**config.mk**
```make
export PLATFORM = sky130hd
export DESIGN_NAME = replay_fifo_with_cursor
export DESIGN_NICKNAME = d
export VERILOG_FILES = /design/src/rtl/rfwc_pkg.sv /design/src/rtl/replay_fifo_with_cursor.sv /design/src/rtl/rfwc_queue.sv /design/src/rtl/rfwc_front.sv /design/src/rtl/rfwc_back.sv
export SDC_FILE = /design/constraint.sdc
export NUM_CORES = 1
export LEC_CHECK = 0
export ABC_AREA = 1
export BUFFER_PORTS_ARGS = -buffer_cell sky130_fd_sc_hd__buf_2
export CORE_UTILIZATION = 40
export DETAILED_ROUTE_END_ITERATION = 7
export SYNTH_ARGS = -nofsm -noshare
export SYNTH_HDL_FRONTEND = slang
export SYNTH_SLANG_ARGS = --single-unit
```
**constraint.sdc**
```tcl
create_clock -name i_clk -period 16.8 [get_ports i_clk]
set_input_delay 0.84 -clock i_clk [delete_from_list [all_inputs] [get_ports i_clk]]
set_output_delay 0.84 -clock i_clk [all_outputs]
set_load 0.02 [all_outputs]
```
**src/rtl/rfwc_pkg.sv**
```systemverilog
// ----------------------------------------------------------------------------
// rfwc_pkg
// Shared types and codes for the replay fifo with read cursor.
// ----------------------------------------------------------------------------
package rfwc_pkg;

    // operation codes on the op field
    localparam logic [2:0] OP_ENQUEUE = 3'd0;
    localparam logic [2:0] OP_DEQUEUE = 3'd1;
    localparam logic [2:0] OP_DROP    = 3'd2;
    localparam logic [2:0] OP_REWIND  = 3'd3;
    localparam logic [2:0] OP_CLEAR   = 3'd4;

    // configuration register indexes
    localparam logic CFG_KEEP_MODE = 1'b0;
    localparam logic CFG_MAX_COUNT = 1'b1;

    // width and reset value of the count limit register
    localparam int         MAX_COUNT_W   = 5;
    localparam logic [4:0] MAX_COUNT_RST = 5'd16;

    // classified operation handed from front to back
    typedef enum logic [2:0] {
        K_NOP    = 3'd0,
        K_ENQ    = 3'd1,
        K_DEQ    = 3'd2,
        K_DROP   = 3'd3,
        K_REWIND = 3'd4,
        K_CLEAR  = 3'd5
    } t_kind;

    // result status codes
    typedef enum logic [1:0] {
        ST_DONE  = 2'd0,
        ST_FULL  = 2'd1,
        ST_EMPTY = 2'd2
    } t_status;

    // command control from front to back
    typedef struct packed {
        logic  valid;
        t_kind kind;
    } t_cmd_ctl;

    // status and flag group of one result
    typedef struct packed {
        t_status status;
        logic    cursor_valid;
        logic    head_valid;
        logic    at_head;
    } t_res_flags;

endpackage

```
**src/rtl/replay_fifo_with_cursor.sv**
```systemverilog
// ----------------------------------------------------------------------------
// replay_fifo_with_cursor
// Bounded word fifo with a separate replay cursor for retransmit buffers.
//
//   channel   handshake         payload
//   ops in    push / full       i_op, i_data_in
//   results   empty / pop       o_read_data, o_status, o_cursor_data,
//                               o_cursor_valid, o_head_data, o_head_valid,
//                               o_at_head, o_fill_count
//   config    i_cfg_we          i_cfg_idx, i_cfg_data (no wait, no read-back)
//
// Each operation passes through the back-end steps command take, execute,
// read of the word store at the new cursor and head, and result emit.
// The word store has registered reads, which sets that sequence.
// Two-entry queues on the op side and the result side let either side stall.
// Reset is synchronous; stored words are not cleared, the count is.
// ----------------------------------------------------------------------------
module replay_fifo_with_cursor import rfwc_pkg::*; #(
    parameter int DEPTH      = 16,
    parameter int DATA_WIDTH = 32
) (
    input  logic                   i_clk,
    input  logic                   i_rst_n,
    input  logic                   push,
    output logic                   full,
    input  logic [2:0]             i_op,
    input  logic [DATA_WIDTH-1:0]  i_data_in,
    output logic                   empty,
    input  logic                   pop,
    output logic [DATA_WIDTH-1:0]  o_read_data,
    output logic [1:0]             o_status,
    output logic [DATA_WIDTH-1:0]  o_cursor_data,
    output logic                   o_cursor_valid,
    output logic [DATA_WIDTH-1:0]  o_head_data,
    output logic                   o_head_valid,
    output logic                   o_at_head,
    output logic [$clog2(DEPTH+1)-1:0] o_fill_count,
    input  logic                   i_cfg_we,
    input  logic                   i_cfg_idx,
    input  logic [MAX_COUNT_W-1:0] i_cfg_data
);

    localparam int CW = $clog2(DEPTH + 1);
    localparam int FW = $bits(t_res_flags);
    localparam int RW = 3 * DATA_WIDTH + FW + CW;

    t_cmd_ctl              cmd;
    logic [DATA_WIDTH-1:0] cmd_data;
    logic                  cmd_take;
    logic                  res_full;
    logic                  res_valid;
    logic [DATA_WIDTH-1:0] res_rd;
    logic [DATA_WIDTH-1:0] res_cur;
    logic [DATA_WIDTH-1:0] res_head;
    t_res_flags            res_flags;
    logic [CW-1:0]         res_cnt;
    logic [RW-1:0]         q_out;
    t_res_flags            out_flags;

    // front end: accept and classify
    rfwc_front #(.DATA_WIDTH(DATA_WIDTH)) u_front (
        .i_clk      (i_clk),
        .i_rst_n    (i_rst_n),
        .push       (push),
        .full       (full),
        .i_op       (i_op),
        .i_data_in  (i_data_in),
        .o_cmd      (cmd),
        .o_cmd_data (cmd_data),
        .i_cmd_take (cmd_take)
    );

    // back end: store and pointer state
    rfwc_back #(.DEPTH(DEPTH), .DATA_WIDTH(DATA_WIDTH), .CW(CW)) u_back (
        .i_clk         (i_clk),
        .i_rst_n       (i_rst_n),
        .i_cfg_we      (i_cfg_we),
        .i_cfg_idx     (i_cfg_idx),
        .i_cfg_data    (i_cfg_data),
        .i_cmd         (cmd),
        .i_cmd_data    (cmd_data),
        .o_cmd_take    (cmd_take),
        .i_res_space   (!res_full),
        .o_res_valid   (res_valid),
        .o_read_data   (res_rd),
        .o_cursor_data (res_cur),
        .o_head_data   (res_head),
        .o_flags       (res_flags),
        .o_fill_count  (res_cnt)
    );

    // result queue toward the consumer
    rfwc_queue #(.W(RW)) u_res_q (
        .i_clk   (i_clk),
        .i_rst_n (i_rst_n),
        .i_push  (res_valid),
        .i_data  ({res_rd, res_cur, res_head, res_flags, res_cnt}),
        .o_full  (res_full),
        .i_pop   (pop),
        .o_data  (q_out),
        .o_empty (empty)
    );

    assign o_read_data    = q_out[RW-1 -: DATA_WIDTH];
    assign o_cursor_data  = q_out[RW-DATA_WIDTH-1 -: DATA_WIDTH];
    assign o_head_data    = q_out[RW-2*DATA_WIDTH-1 -: DATA_WIDTH];
    assign out_flags      = t_res_flags'(q_out[CW+FW-1 -: FW]);
    assign o_fill_count   = q_out[CW-1:0];
    assign o_status       = out_flags.status;
    assign o_cursor_valid = out_flags.cursor_valid;
    assign o_head_valid   = out_flags.head_valid;
    assign o_at_head      = out_flags.at_head;

endmodule

```
**src/rtl/rfwc_queue.sv**
```systemverilog
// ----------------------------------------------------------------------------
// rfwc_queue
// Two-entry register queue that decouples a producer from a consumer.
// ----------------------------------------------------------------------------
module rfwc_queue #(
    parameter int W = 8
) (
    input  logic         i_clk,
    input  logic         i_rst_n,
    input  logic         i_push,
    input  logic [W-1:0] i_data,
    output logic         o_full,
    input  logic         i_pop,
    output logic [W-1:0] o_data,
    output logic         o_empty
);

    logic [W-1:0] r_slot [2];
    logic         r_wr;
    logic         r_rd;
    logic [1:0]   r_cnt;
    logic         push_ok;
    logic         pop_ok;

    assign o_full  = (r_cnt == 2'd2);
    assign o_empty = (r_cnt == 2'd0);
    assign o_data  = r_slot[r_rd];
    assign push_ok = i_push && !o_full;
    assign pop_ok  = i_pop && !o_empty;

    // pointers and occupancy
    always_ff @(posedge i_clk) begin
        if (!i_rst_n) begin
            r_wr  <= 1'b0;
            r_rd  <= 1'b0;
            r_cnt <= 2'd0;
        end else begin
            if (push_ok) r_wr <= ~r_wr;
            if (pop_ok)  r_rd <= ~r_rd;
            if (push_ok && !pop_ok)      r_cnt <= r_cnt + 2'd1;
            else if (pop_ok && !push_ok) r_cnt <= r_cnt - 2'd1;
        end
    end

    // payload storage
    always_ff @(posedge i_clk) begin
        if (push_ok) r_slot[r_wr] <= i_data;
    end

endmodule

```
**src/rtl/rfwc_front.sv**
```systemverilog
// ----------------------------------------------------------------------------
// rfwc_front
// Accepts operation beats, classifies the op code and queues the command.
// ----------------------------------------------------------------------------
module rfwc_front import rfwc_pkg::*; #(
    parameter int DATA_WIDTH = 32
) (
    input  logic                  i_clk,
    input  logic                  i_rst_n,
    input  logic                  push,
    output logic                  full,
    input  logic [2:0]            i_op,
    input  logic [DATA_WIDTH-1:0] i_data_in,
    output t_cmd_ctl              o_cmd,
    output logic [DATA_WIDTH-1:0] o_cmd_data,
    input  logic                  i_cmd_take
);

    localparam int KW = $bits(t_kind);
    localparam int QW = KW + DATA_WIDTH;

    t_kind         kind;
    logic [QW-1:0] q_out;
    logic          q_empty;

    // op decode, unused codes become no-ops
    always_comb begin
        unique case (i_op)
            OP_ENQUEUE: kind = K_ENQ;
            OP_DEQUEUE: kind = K_DEQ;
            OP_DROP:    kind = K_DROP;
            OP_REWIND:  kind = K_REWIND;
            OP_CLEAR:   kind = K_CLEAR;
            default:    kind = K_NOP;
        endcase
    end

    // command queue toward the back end
    rfwc_queue #(.W(QW)) u_cmd_q (
        .i_clk   (i_clk),
        .i_rst_n (i_rst_n),
        .i_push  (push),
        .i_data  ({kind, i_data_in}),
        .o_full  (full),
        .i_pop   (i_cmd_take),
        .o_data  (q_out),
        .o_empty (q_empty)
    );

    assign o_cmd.valid = !q_empty;
    assign o_cmd.kind  = t_kind'(q_out[QW-1 -: KW]);
    assign o_cmd_data  = q_out[DATA_WIDTH-1:0];

endmodule

```
**src/rtl/rfwc_back.sv**
```systemverilog
// ----------------------------------------------------------------------------
// rfwc_back
// Word store, head/cursor/count state and the per-operation sequencer.
// ----------------------------------------------------------------------------
module rfwc_back import rfwc_pkg::*; #(
    parameter int DEPTH      = 16,
    parameter int DATA_WIDTH = 32,
    parameter int CW         = $clog2(DEPTH + 1)
) (
    input  logic                   i_clk,
    input  logic                   i_rst_n,
    input  logic                   i_cfg_we,
    input  logic                   i_cfg_idx,
    input  logic [MAX_COUNT_W-1:0] i_cfg_data,
    input  t_cmd_ctl               i_cmd,
    input  logic [DATA_WIDTH-1:0]  i_cmd_data,
    output logic                   o_cmd_take,
    input  logic                   i_res_space,
    output logic                   o_res_valid,
    output logic [DATA_WIDTH-1:0]  o_read_data,
    output logic [DATA_WIDTH-1:0]  o_cursor_data,
    output logic [DATA_WIDTH-1:0]  o_head_data,
    output t_res_flags             o_flags,
    output logic [CW-1:0]          o_fill_count
);

    localparam int AW = (DEPTH > 1) ? $clog2(DEPTH) : 1;
    localparam int SW = CW + 1;
    localparam int MW = (CW > MAX_COUNT_W) ? CW : MAX_COUNT_W;

    typedef enum logic [3:0] {
        S_IDLE = 4'b0001,
        S_EXEC = 4'b0010,
        S_VIEW = 4'b0100,
        S_EMIT = 4'b1000
    } t_state;

    t_state                 r_state, n_state;
    logic [DATA_WIDTH-1:0]  r_mem [DEPTH];
    logic [AW-1:0]          r_head, n_head;
    logic [CW-1:0]          r_count, n_count;
    logic [CW-1:0]          r_cur, n_cur;
    logic                   r_keep;
    logic [MAX_COUNT_W-1:0] r_max;
    t_kind                  r_kind;
    logic [DATA_WIDTH-1:0]  r_data;
    logic [DATA_WIDTH-1:0]  r_rd_cur;
    logic [DATA_WIDTH-1:0]  r_rd_head;
    logic [DATA_WIDTH-1:0]  r_res_rd, n_res_rd;
    t_status                r_res_st, n_res_st;
    logic                   wr_en;
    logic [AW-1:0]          wr_slot;
    logic                   at_limit;
    logic                   cur_ok;
    logic                   head_ok;

    // ring position of an offset from the head
    function automatic logic [AW-1:0] slot_of(input logic [AW-1:0] head,
                                              input logic [CW-1:0] off);
        logic [SW-1:0] sum;
        sum = SW'(head) + SW'(off);
        if (sum >= SW'(DEPTH)) sum = sum - SW'(DEPTH);
        return sum[AW-1:0];
    endfunction

    // configuration registers
    always_ff @(posedge i_clk) begin
        if (!i_rst_n) begin
            r_keep <= 1'b0;
            r_max  <= MAX_COUNT_RST;
        end else if (i_cfg_we) begin
            unique case (i_cfg_idx)
                CFG_KEEP_MODE: r_keep <= i_cfg_data[0];
                CFG_MAX_COUNT: r_max  <= i_cfg_data;
            endcase
        end
    end

    // sequencer
    assign o_cmd_take = (r_state == S_IDLE) && i_cmd.valid && i_res_space;

    always_comb begin
        unique case (r_state)
            S_IDLE:  n_state = o_cmd_take ? S_EXEC : S_IDLE;
            S_EXEC:  n_state = S_VIEW;
            S_VIEW:  n_state = S_EMIT;
            S_EMIT:  n_state = S_IDLE;
            default: n_state = S_IDLE;
        endcase
    end

    always_ff @(posedge i_clk) begin
        if (!i_rst_n) r_state <= S_IDLE;
        else          r_state <= n_state;
    end

    // command latch
    always_ff @(posedge i_clk) begin
        if (o_cmd_take) begin
            r_kind <= i_cmd.kind;
            r_data <= i_cmd_data;
        end
    end

    // operation execute
    assign at_limit = (MW'(r_count) >= MW'(r_max)) || (r_count >= CW'(DEPTH));

    always_comb begin
        n_head   = r_head;
        n_count  = r_count;
        n_cur    = r_cur;
        n_res_rd = '0;
        n_res_st = ST_DONE;
        wr_en    = 1'b0;
        wr_slot  = slot_of(r_head, r_count);
        unique case (r_kind)
            K_ENQ: begin
                if (at_limit) begin
                    n_res_st = ST_FULL;
                end else begin
                    wr_en   = 1'b1;
                    n_count = r_count + CW'(1);
                end
            end
            K_DEQ: begin
                if (r_cur >= r_count) begin
                    n_res_st = ST_EMPTY;
                end else begin
                    n_res_rd = r_rd_cur;
                    if (r_keep) begin
                        n_cur = r_cur + CW'(1);
                    end else begin
                        n_head  = slot_of(r_head, r_cur + CW'(1));
                        n_count = r_count - r_cur - CW'(1);
                        n_cur   = '0;
                    end
                end
            end
            K_DROP: begin
                if (r_count == '0) begin
                    n_res_st = ST_EMPTY;
                end else begin
                    n_res_rd = r_rd_head;
                    n_head   = slot_of(r_head, CW'(1));
                    n_count  = r_count - CW'(1);
                    if (r_cur != '0) n_cur = r_cur - CW'(1);
                end
            end
            K_REWIND: n_cur = '0;
            K_CLEAR: begin
                n_head  = '0;
                n_count = '0;
                n_cur   = '0;
            end
            K_NOP: ;
            default: ;
        endcase
    end

    // pointer state and result status
    always_ff @(posedge i_clk) begin
        if (!i_rst_n) begin
            r_head  <= '0;
            r_count <= '0;
            r_cur   <= '0;
        end else if (r_state == S_EXEC) begin
            r_head  <= n_head;
            r_count <= n_count;
            r_cur   <= n_cur;
        end
    end

    always_ff @(posedge i_clk) begin
        if (r_state == S_EXEC) begin
            r_res_rd <= n_res_rd;
            r_res_st <= n_res_st;
        end
    end

    // word store: one write port, reads at cursor and head every cycle
    always_ff @(posedge i_clk) begin
        if ((r_state == S_EXEC) && wr_en) r_mem[wr_slot] <= r_data;
        r_rd_cur  <= r_mem[slot_of(r_head, r_cur)];
        r_rd_head <= r_mem[r_head];
    end

    // result view after the operation
    assign cur_ok  = (r_cur < r_count);
    assign head_ok = (r_count != '0);

    assign o_res_valid          = (r_state == S_EMIT);
    assign o_read_data          = r_res_rd;
    assign o_cursor_data        = cur_ok ? r_rd_cur : '0;
    assign o_head_data          = head_ok ? r_rd_head : '0;
    assign o_flags.status       = r_res_st;
    assign o_flags.cursor_valid = cur_ok;
    assign o_flags.head_valid   = head_ok;
    assign o_flags.at_head      = (r_cur == '0);
    assign o_fill_count         = r_count;

endmodule

```
### After elaboration in Yosys (flattened, before gate mapping)

Memories as Yosys holds them, arrays and structs flattened. A register that Yosys moved wholly into a read port is not among the register bits.
Cells that the tools add are included.

| operators by class | value |
|---|---|
| add/sub/neg operators | 18 |
| order comparisons | 8 |
| eq/ne operators | 20 |
| multiplexer cells | 44 |
| bitwise logic cells | 5 |
| reductions and logical operators | 38 |

Operators by type and width:

| kind | number |
|---|---|
| $mux 32 | 4 |
| $pmux 32 s2 | 1 |
| $mux 5 | 8 |
| $mux 4 | 7 |
| $pmux 4 s3 | 2 |
| $pmux 5 s4 | 1 |
| $add 4x5->6 | 3 |
| $ge 6x5->1 const B | 3 |
| $sub 4x1->4 const B | 4 |
| $pmux 3 s5 | 1 |
| $pmux 5 s3 | 1 |
| $sub 5x1->5 const B | 3 |
| $mux 2 | 7 |
| $eq 3x2->1 const B | 4 |
| $logic_and 1x1->1 | 11 |
| $mux 1 | 11 |
| $add 5x1->5 const B | 2 |
| $ge 5x5->1 | 2 |
| $ge 5x5->1 const B | 2 |
| $logic_not 5->1 | 2 |
| $reduce_and 5->1 | 2 |
| $reduce_bool 5->1 | 2 |
| $eq 3x3->1 const B | 3 |
| $logic_not 1->1 | 8 |
| other kinds (24) | 39 |

| storage, ports and cells | value |
|---|---|
| register bits after elaboration | 66 |
| RAM bits | 794 |
| bits of input ports | 46 |
| output and inout port bits | 108 |
| word-level logic and storage cells | 150 |
| memories kept | 3 |

Memories:

| memory | depth | width | read ports | clocked after memory_dff | write ports | line | text |
|---|---|---|---|---|---|---|---|
| u_back.r_mem | 16 | 32 | 2 | 2 | 1 | rfwc_back.sv:39 | `logic [DATA_WIDTH-1:0] r_mem [DEPTH];` |
| u_res_q.r_slot | 2 | 106 | 1 | 1 | 1 | rfwc_queue.sv:18 | `logic [W-1:0] r_slot [2];` |
| u_front.u_cmd_q.r_slot | 2 | 35 | 1 | 1 | 1 | rfwc_queue.sv:18 |  |

### Depth between registers and ports, before layout

Gate-level depths: netlist (run 1).

| logic depth | value |
|---|---|
| word-level depth | 8 |
| depth in mapped cells | 16 |

### Hierarchy

A second synthesis (run 1) with hierarchy kept.

| unflattened totals | value |
|---|---|
| cells, all modules | 3660 |
| area total of the unflattened synthesis | 42326.8 um^2 |

By module, submodules not included:

| module | instances | cells each | area an instance (um^2) |
|---|---|---|---|
| rfwc_back | 1 | 3134 | 31306.3 |
| rfwc_queue at u_res_q | 1 | 368 | 8049.0 |
| rfwc_queue at u_front.u_cmd_q | 1 | 147 | 2925.3 |
| rfwc_front | 1 | 10 | 42.5 |
| replay_fifo_with_cursor | 1 | 1 | 3.8 |

### Worst setup path before layout (run 1)

No wires, ideal clock.

| path | value |
|---|---|
| kind | reg-to-reg |
| start point | register u_res_q.r_cnt[0] |
| end point | memory u_res_q.r_slot[0][0] in the netlist's numbering (enable) |
| arrival time | 5081 ps |
| slack | 11147 ps |
| stages on the path, launching flop included | 5 |
| path buffers | 0 |
| clock period less this slack | 5653 ps |
| cell sequence | dfxtp_1 > nor2_1 > nor2_1 > nand3_1 > nor2_1 |

| on the way | value |
|---|---|
| word-level cells in the longest chain between the ends | 5 |

Ends and longest elaborated chain:

| what | line | text |
|---|---|---|
| start: declaration | rfwc_queue.sv:21 | `logic [1:0] r_cnt;` |
| start signal: assignment | rfwc_queue.sv:40 | `if (push_ok && !pop_ok) r_cnt <= r_cnt + 2'd1;` |
| start signal: assignment | rfwc_queue.sv:41 | `else if (pop_ok && !push_ok) r_cnt <= r_cnt - 2'd1;` |
| $eq 2x2->1 | rfwc_queue.sv:25 | `assign o_full = (r_cnt == 2'd2);` |
| $logic_not 1->1 | rfwc_queue.sv:28 | `assign push_ok = i_push && !o_full;` |
| $logic_and 1x1->1 | rfwc_queue.sv:28 |  |
| $mux 1 | rfwc_queue.sv:47 | `if (push_ok) r_slot[r_wr] <= i_data;` |
| $mux 1 (implied by the code) | rfwc_queue.sv:47 |  |
| end: declaration | rfwc_queue.sv:18 |  |

No other way between the ends.

### Worst setup path in the final report (run 1)

| path | value |
|---|---|
| start point | register u_back.r_head[1] |
| end point | register u_back.r_rd_cur[9], read port of u_back.r_mem |

| on the way | value |
|---|---|
| word-level cells in the longest chain between the ends | 3 |
| elaborated cells between the ends (all ways) | 4 |
| those cells by class | 2 x add/sub; 1 x order compare; 1 x mux |

Ends and longest elaborated chain:

| what | line | text |
|---|---|---|
| start: declaration | rfwc_back.sv:40 | `logic [AW-1:0] r_head, n_head;` |
| start signal: assignment | rfwc_back.sv:167 | `r_head <= n_head;` |
| $add 4x5->6 * | rfwc_back.sv:61 | `sum = SW'(head) + SW'(off);` |
| $ge 6x5->1 / $sub 4x1->4 (equally long branches) | rfwc_back.sv:62 | `if (sum >= SW'(DEPTH)) sum = sum - SW'(DEPTH);` |
| $mux 4 * | rfwc_back.sv:62 |  |
| end: declaration | rfwc_back.sv:47 | `logic [DATA_WIDTH-1:0] r_rd_cur;` |

Every way passes the cells marked *; elsewhere a longest branch is shown, timed or not.
A chain may end at the register's enable or synchronous reset.

==> results of run 1 <==
-- state kept, by name, indices dropped and copies added, names as in the netlist, named ones only --
signal,cells
u_back.o_fill_count,5
u_back.o_read_data,32
u_back.r_cur,5
u_back.r_data,32
u_back.r_head,4
u_back.r_keep,1
u_back.r_kind,3
u_back.r_max,5
u_back.r_mem,512
u_back.r_rd_cur,32
u_back.r_rd_head,32
u_back.r_res_st,2
u_back.r_state,4
u_front.u_cmd_q.r_cnt,2
u_front.u_cmd_q.r_rd,1
u_front.u_cmd_q.r_slot,70
u_front.u_cmd_q.r_wr,1
u_res_q.r_cnt,2
u_res_q.r_rd,1
u_res_q.r_slot,212
u_res_q.r_wr,1
-- worst max-delay path, delay by kind of cell (launching register included) --
kind,cells,cell delay (ns)
AO/OA/AOI/OAI,4,0.73
adder cells (fa/ha/maj),1,1.25
buffers and inverters,2,1.36
flip-flops,1,0.75
-- layer usage --
layer | vias up | track usage [%]
li1 | 13110 | -
met1 | 13740 | 28.54
met2 | 1126 | 33.36
met3 | 185 | 3.574
met4 | 14 | 6.573
met5 | - | 0
-- Yosys cell counts, drive strengths merged --
master / n
edfxtp: 863
o21ai: 624
nand2: 358
inv: 342
a21oi: 303
nor2: 236
clkbuf: 123
buf: 121
nand3: 117
mux2: 106
dfxtp: 97
o211ai: 84
o221ai: 58
mux2i: 41
o22ai: 35
o32ai: 32
ha: 31
xor2: 8
xnor2: 7
fa: 5
nand4: 4
nor3: 3
a31oi: 1
and2: 1
nand3b: 1
nor3b: 1
o31ai: 1
or2: 1
-- metrics by stage --
| step | std cells | hold WS, ns | setup slack (ns) |
|---|---|---|---|
| after global routing | 5125 | 0.3524 | 12.13 |
| final | 5128 | 0.3679 | 12.29 |
| after CTS | 5125 | 0.3358 | 12.48 |
| after detailed placement | 4946 | 0.4299 | 12.49 |
| after floorplan | 3604 | 0.4215 | 11.15 |
| after global placement | 4946 | 0.4236 | 12.43 |
-- area by class of cell --
class,count,area share (%)
Tap cell,1380,3.683
Sequential cell,960,59.45
Antenna cell,3,0.01601
Timing Repair Buffer,206,2.482
Multi-Input combinational cell,2058,25.09
Clock inverter,39,0.7233
Inverter,342,2.752
Clock buffer,140,5.802
-- cells by family (layout without fill, tap and decap cells) --
| family | Yosys count | in the layout | synth area share, % |
|---|---|---|---|
| other | 0 | 3 | 0 |
| flip-flops | 960 | 960 | 66.49 |
| adder cells (fa/ha/maj) | 36 | 36 | 1.165 |
| multiplexers | 147 | 147 | 3.829 |
| AND/OR/NAND/NOR | 722 | 722 | 7.186 |
| buffers and inverters | 586 | 727 | 5.884 |
| XOR/XNOR | 15 | 15 | 0.4032 |
| AO/OA/AOI/OAI | 1138 | 1138 | 15.04 |
-- worst max path at each step --
stage / start / to / cells after the start / slack, ns
2_1_floorplan: u_res_q.r_cnt[0] / u_res_q.r_slot[0][0] / 4 / 11.15
3_3_place_gp: u_back.r_head[1] / u_back.r_rd_cur[2] / 7 / 12.43
3_5_place_dp: u_back.r_head[1] / u_back.r_rd_cur[9] / 7 / 12.49
4_1_cts: u_back.r_head[1] / u_back.r_rd_cur[9] / 7 / 12.48
5_1_grt: u_back.r_head[1] / u_back.r_rd_cur[4] / 7 / 12.13
6_report: u_back.r_head[1] / u_back.r_rd_cur[9] / 7 / 12.29
-- power groups by stage --
stage	Combinational [W]	Sequential [W]	Clock (W)
floorplan	0.000459	0.00313	0
global placement	0.000661	0.00324	0
detailed placement	0.000672	0.00325	0
CTS	0.000674	0.00320	0.00213
global route	0.000736	0.00323	0.00221
finish	0.000666	0.00320	0.00209
==> flow_summary.json, run 1 <==
{
  "synth_cell_types": 46,
  "dr.first_iter.drc_count": 3056,
  "via_per_inst": 5.494,
  "r2r_cells": 7,
  "maxSlewHeadroom_pct": 4.895,
  "clk_path_buf_depth": 3,
  "cts_resized": 0,
  "power_density_nw_per_um2": 127.1,
  "nNetsFinal": 3746,
  "nFillCells": 9378,
  "rows": 118,
  "syn_avg_cell_area_um2": 11.62,
  "wl_met1_mm": 48.64,
  "start_util_pct": 40.42,
  "clk_latency_ns": 0.66,
  "hold_path_end": "u_front.u_cmd_q.r_slot[1][19]",
  "reg2reg_slack_ns": 12.29,
  "cts_tree": "yes",
  "post_dp_cell_area_um2": 43810,
  "internal_power_w": 0.004345,
  "holdCritStartpoint": "i_data_in[19]",
  "synthCells": 3604,
  "hold_violations": 0,
  "die_area_um2": 106000,
  "drt-total-wl_mm": 112.3,
  "yosys.area.top_type_share_pct": 61.86,
  "outcome": "finished, final reports clean",
  "wl_met3_mm": 8.422,
  "drc": 0,
  "drv_cap": 0,
  "grt_pass1_vias": 26650,
  "holdPathStages": 1,
  "clock_skew_ns": 0.02165,
  "rsz0062_at_grt": "false",
  "max_freq_mhz": 221.6,
  "clkPwrFrac_pct": 35.1,
  "p_total_w": 0.005958,
  "vias": 28180,
  "crit_top_cell": "o21ai_0",
  "setup_violations": 0,
  "routedWlPerCell_um": 21.91,
  "slew_violations": 0,
  "syn-num-nets": 3686,
  "min_period_over_period_pct": 26.86,
  "startpoint_type": "register",
  "power_leakage_nw": 17.03,
  "fin_crit_ns": 4.513,
  "dr_wl_met2_mm": 52.37,
  "ant_nets": 0,
  "worstPathCellList": "inv_2 -> fa_4 -> buf_4 -> o21ai_0 -> a21oi_1 -> o22ai_1 -> o21ai_0",
  "synth_area_leaders": "edfxtp_1 (62%), o21ai_0 (6.8%), dfxtp_1 (4.6%)",
  "ys_warn_count": 0,
  "arrival_ns": 5.09,
  "tightest_slew_ns": 1.427,
  "p_switching_w": 0.001613,
  "drive_above_1_share_pct": 14.10,
  "htreeDepth": 3,
  "dp_hpwl_mm": 61.11,
  "seq_power_share_pct": 53.8,
  "crit_type": "reg2reg",
  "multiInputGateArea_um2": 11760,
  "grt.overflow.total": 0,
  "grt_pass1_wl_mm": 167.1,
  "crit_required_ns": 17.37,
  "yosysTopAreaCell": "edfxtp_1",
  "dieWidth_um": 325.6,
  "place_congestion": 0.8370,
  "core_area_um2": 103600,
  "chipHeight_um": 325.6,
  "ctsHoldBuffers": 0,
  "ys_seq_area_share_pct": 66.49,
  "clk_pin_slew_ns": 0.06,
  "ys_ff_latch": 960,
  "crit_path_end_kind": "register",
  "holdCritPathClass": "in2reg",
  "finalSetupTns_ns": 0,
  "first_pass_iters": 6,
  "critPathMaxStageDelay_ns": 1.25,
  "ir_drop_uv": 74.30,
  "timing.rr.end": "u_back.r_rd_cur[9]",
  "cp_slowest_cell": "fa_4",
  "grt_max_degree": 115,
  "antenna_found_initial": 11,
  "power_frac_comb_pct": 11.2,
  "layout_commonest_cell": "edfxtp_1",
  "cts_root_buf": "clkbuf_16",
  "p_sw_share_pct": 27.08,
  "grt_usage_pct": 20.73,
  "cts_buffers": 96,
  "fin_area_um2": 46880,
  "top_layer": "met5",
  "critPathMaxFanout": 114,
  "seqCellArea_um2": 27870,
  "io_pins": 154,
  "syn_area_um2": 41890,
  "reg2reg_from": "u_back.r_head[1]",
  "areaGrowthSynthToFinish_pct": 11.90,
  "layout_common_cells": "edfxtp_1 (863), o21ai_0 (571), nand2_1 (355), inv_1 (331), a21oi_1 (302)",
  "post_cts_buffers": 0,
  "io_buffers": 153,
  "numClockSinks": 960,
  "fin_util_pct": 45.23
}
Note: power is estimated with default switching activity, not from simulation.
==> run 2: changes to the inputs <==
Clock period 16.8 ns to 3.6 ns, I/O delays scaled along.
==> flow_summary.json, run 2 (same netlist as run 1, synthesis figures left out) <==
{
  "outcome": "finished, final reports clean",
  "critPathMaxStageDelay_ns": 0.57,
  "arrival_ns": 3.36,
  "post_dp_cell_area_um2": 44520,
  "holdCritPathClass": "in2reg",
  "cp_slowest_cell": "dfxtp_1",
  "vias": 28440,
  "grt.overflow.total": 0,
  "fin_area_um2": 48310,
  "dr.first_iter.drc_count": 2885,
  "cp-startpoint": "u_back.o_fill_count[0]",
  "tightest_slew_ns": 1.169,
  "die_area_um2": 106000,
  "drv_cap": 0,
  "grt_usage_pct": 20.72,
  "holdCritStartpoint": "i_cfg_idx",
  "dp_hpwl_mm": 65.20,
  "hold_violations": 0,
  "first_pass_iters": 6,
  "io_buffers": 153,
  "drt-total-wl_mm": 112.4,
  "critPathMaxFanout": 23,
  "areaGrowthSynthToFinish_pct": 15.31,
  "htreeDepth": 3,
  "grt_pass1_wl_mm": 167.8,
  "clk_latency_ns": 0.67,
  "rows": 118,
  "grt_max_degree": 265,
  "clock_skew_ns": 0.02912,
  "routedWlPerCell_um": 21.45,
  "cts_buffers": 98,
  "dieWidth_um": 325.6,
  "crit_path_end_kind": "register",
  "ir_drop_uv": 392.4,
  "io_pins": 154,
  "largest_reg_flops": 512,
  "maxSlewHeadroom_pct": 22.06,
  "fin_crit_ns": 3.025,
  "startpoint_type": "register",
  "place_congestion": 0.8360,
  "top_register": "u_back.r_mem",
  "drc": 0,
  "nFillCells": 9308,
  "crit_type": "reg2reg",
  "slew_violations": 0,
  "chipHeight_um": 325.6,
  "reg2reg_from": "u_back.o_fill_count[0]",
  "core_area_um2": 103600,
  "power_density_nw_per_um2": 589.2,
  "clk_pin_slew_ns": 0.06,
  "cpLargestDelayFamily": "simple AND/OR/NAND/NOR gates",
  "drive_above_1_share_pct": 15.09,
  "cts_tree": "yes",
  "min_period_over_period_pct": 84.03,
  "setup_violations": 0,
  "power_leakage_nw": 17.66,
  "cp_num_buf_inv": 3,
  "layout_commonest_cell": "edfxtp_1",
  "clk_path_buf_depth": 3,
  "rsz0062_at_grt": "false",
  "worstPathCellList": "inv_1 -> ha_1 -> inv_1 -> nand2_1 -> nand2_1 -> nand2_1 -> nor2_1 -> nand3_1 -> nor2_4 -> buf_12",
  "crit_required_ns": 3.93,
  "p_total_w": 0.02846,
  "ant_nets": 0,
  "nNetsFinal": 3855,
  "crit_top_cell": "nand2_1",
  "max_freq_mhz": 330.6,
  "start_util_pct": 40.42,
  "antenna_found_initial": 3,
  "layout_common_cells": "edfxtp_1 (863), o21ai_0 (571), nand2_1 (355), inv_1 (331), a21oi_1 (302)",
  "numClockSinks": 960,
  "fin_hold_ws_ns": 0.1486,
  "via_per_inst": 5.428,
  "largestRegisters": "u_back.r_mem (512), u_res_q.r_slot (212), u_front.u_cmd_q.r_slot (70)",
  "cts_root_buf": "clkbuf_16",
  "grt_pass1_vias": 27090
}
==> run 2: cell types whose count changed in the layout (fill, tap and decap cells not counted), sizes merged <==
cell / delta
dlygate4sd3: +54
inv: +2
clkbuf: -3
bufinv: +5
buf: +53
diode: -1
clkinvlp: +1
==> run 2: final timing paths <==
kind,end,slack [ns],cells past startpoint
max,u_back.r_mem[6][27],0.57,10
min,u_back.r_max[0],0.15,5
min reg2reg,u_res_q.r_slot[1][98],0.44,0
max reg2reg,u_back.r_mem[6][27],0.57,10
==> run 2: power by group <==
| part | switching (W) | total, W | internal [W] |
|---|---|---|---|
| Combinational | 0.00223 | 0.00319 | 0.000960 |
| Sequential | 0.00121 | 0.0150 | 0.0138 |
| Clock | 0.00424 | 0.0102 | 0.00600 |
| Total | 0.00768 | 0.0285 | 0.0208 |
==> run 2: metal layers <==
metal | up-vias | share of wire (%) | track usage [%]
met5 | - | 0 | 0
met4 | 0 | 2.5 | 6.501
met3 | 177 | 7.6 | 3.441
met2 | 1170 | 47 | 33.40
met1 | 13750 | 43 | 28.59
li1 | 13340 | - | -
==> run 2: layout make-up <==
cell class / instances / area (um2) / area share, %
clock buffers: 137 / 2720 / 5.631
inverters: 342 / 1289 / 2.668
repair buffers: 313 / 2415 / 4.999
multi-input cells: 2058 / 11760 / 24.35
flip-flops and latches: 960 / 27870 / 57.69
clock inverters: 47 / 521.8 / 1.080
well taps: 1380 / 1727 / 3.574
diodes: 2 / 5.005 / 0.01036
==> run 2: metrics by stage <==
step | worst slack (ns) | TNS [ns] | utilization, % | cells
final | 0.5749 | 0 | 46.61 | 5239
after global routing | 0.4485 | 0 | 46.61 | 5238
after floorplan | -0.2940 | -62.31 | - | 3604
after CTS | 0.6139 | 0 | 46.61 | 5237
after global placement | 0.6773 | 0 | 42.96 | 4999
after detailed placement | 0.6203 | 0 | 42.96 | 4999
==> run 2: timing repair <==
item,in CTS,in global routing
resized for setup,0,0
hold buffers,54,0
hold endpoints to repair,93,0
setup buffers,0,0
==> run 2: tightest hold or removal path, cell delays in order <==
cell and delay (ns):
buf_2 0.09, nand2_1 0.17, inv_1 0.16, nor2_1 0.06, nor2_1 0.10
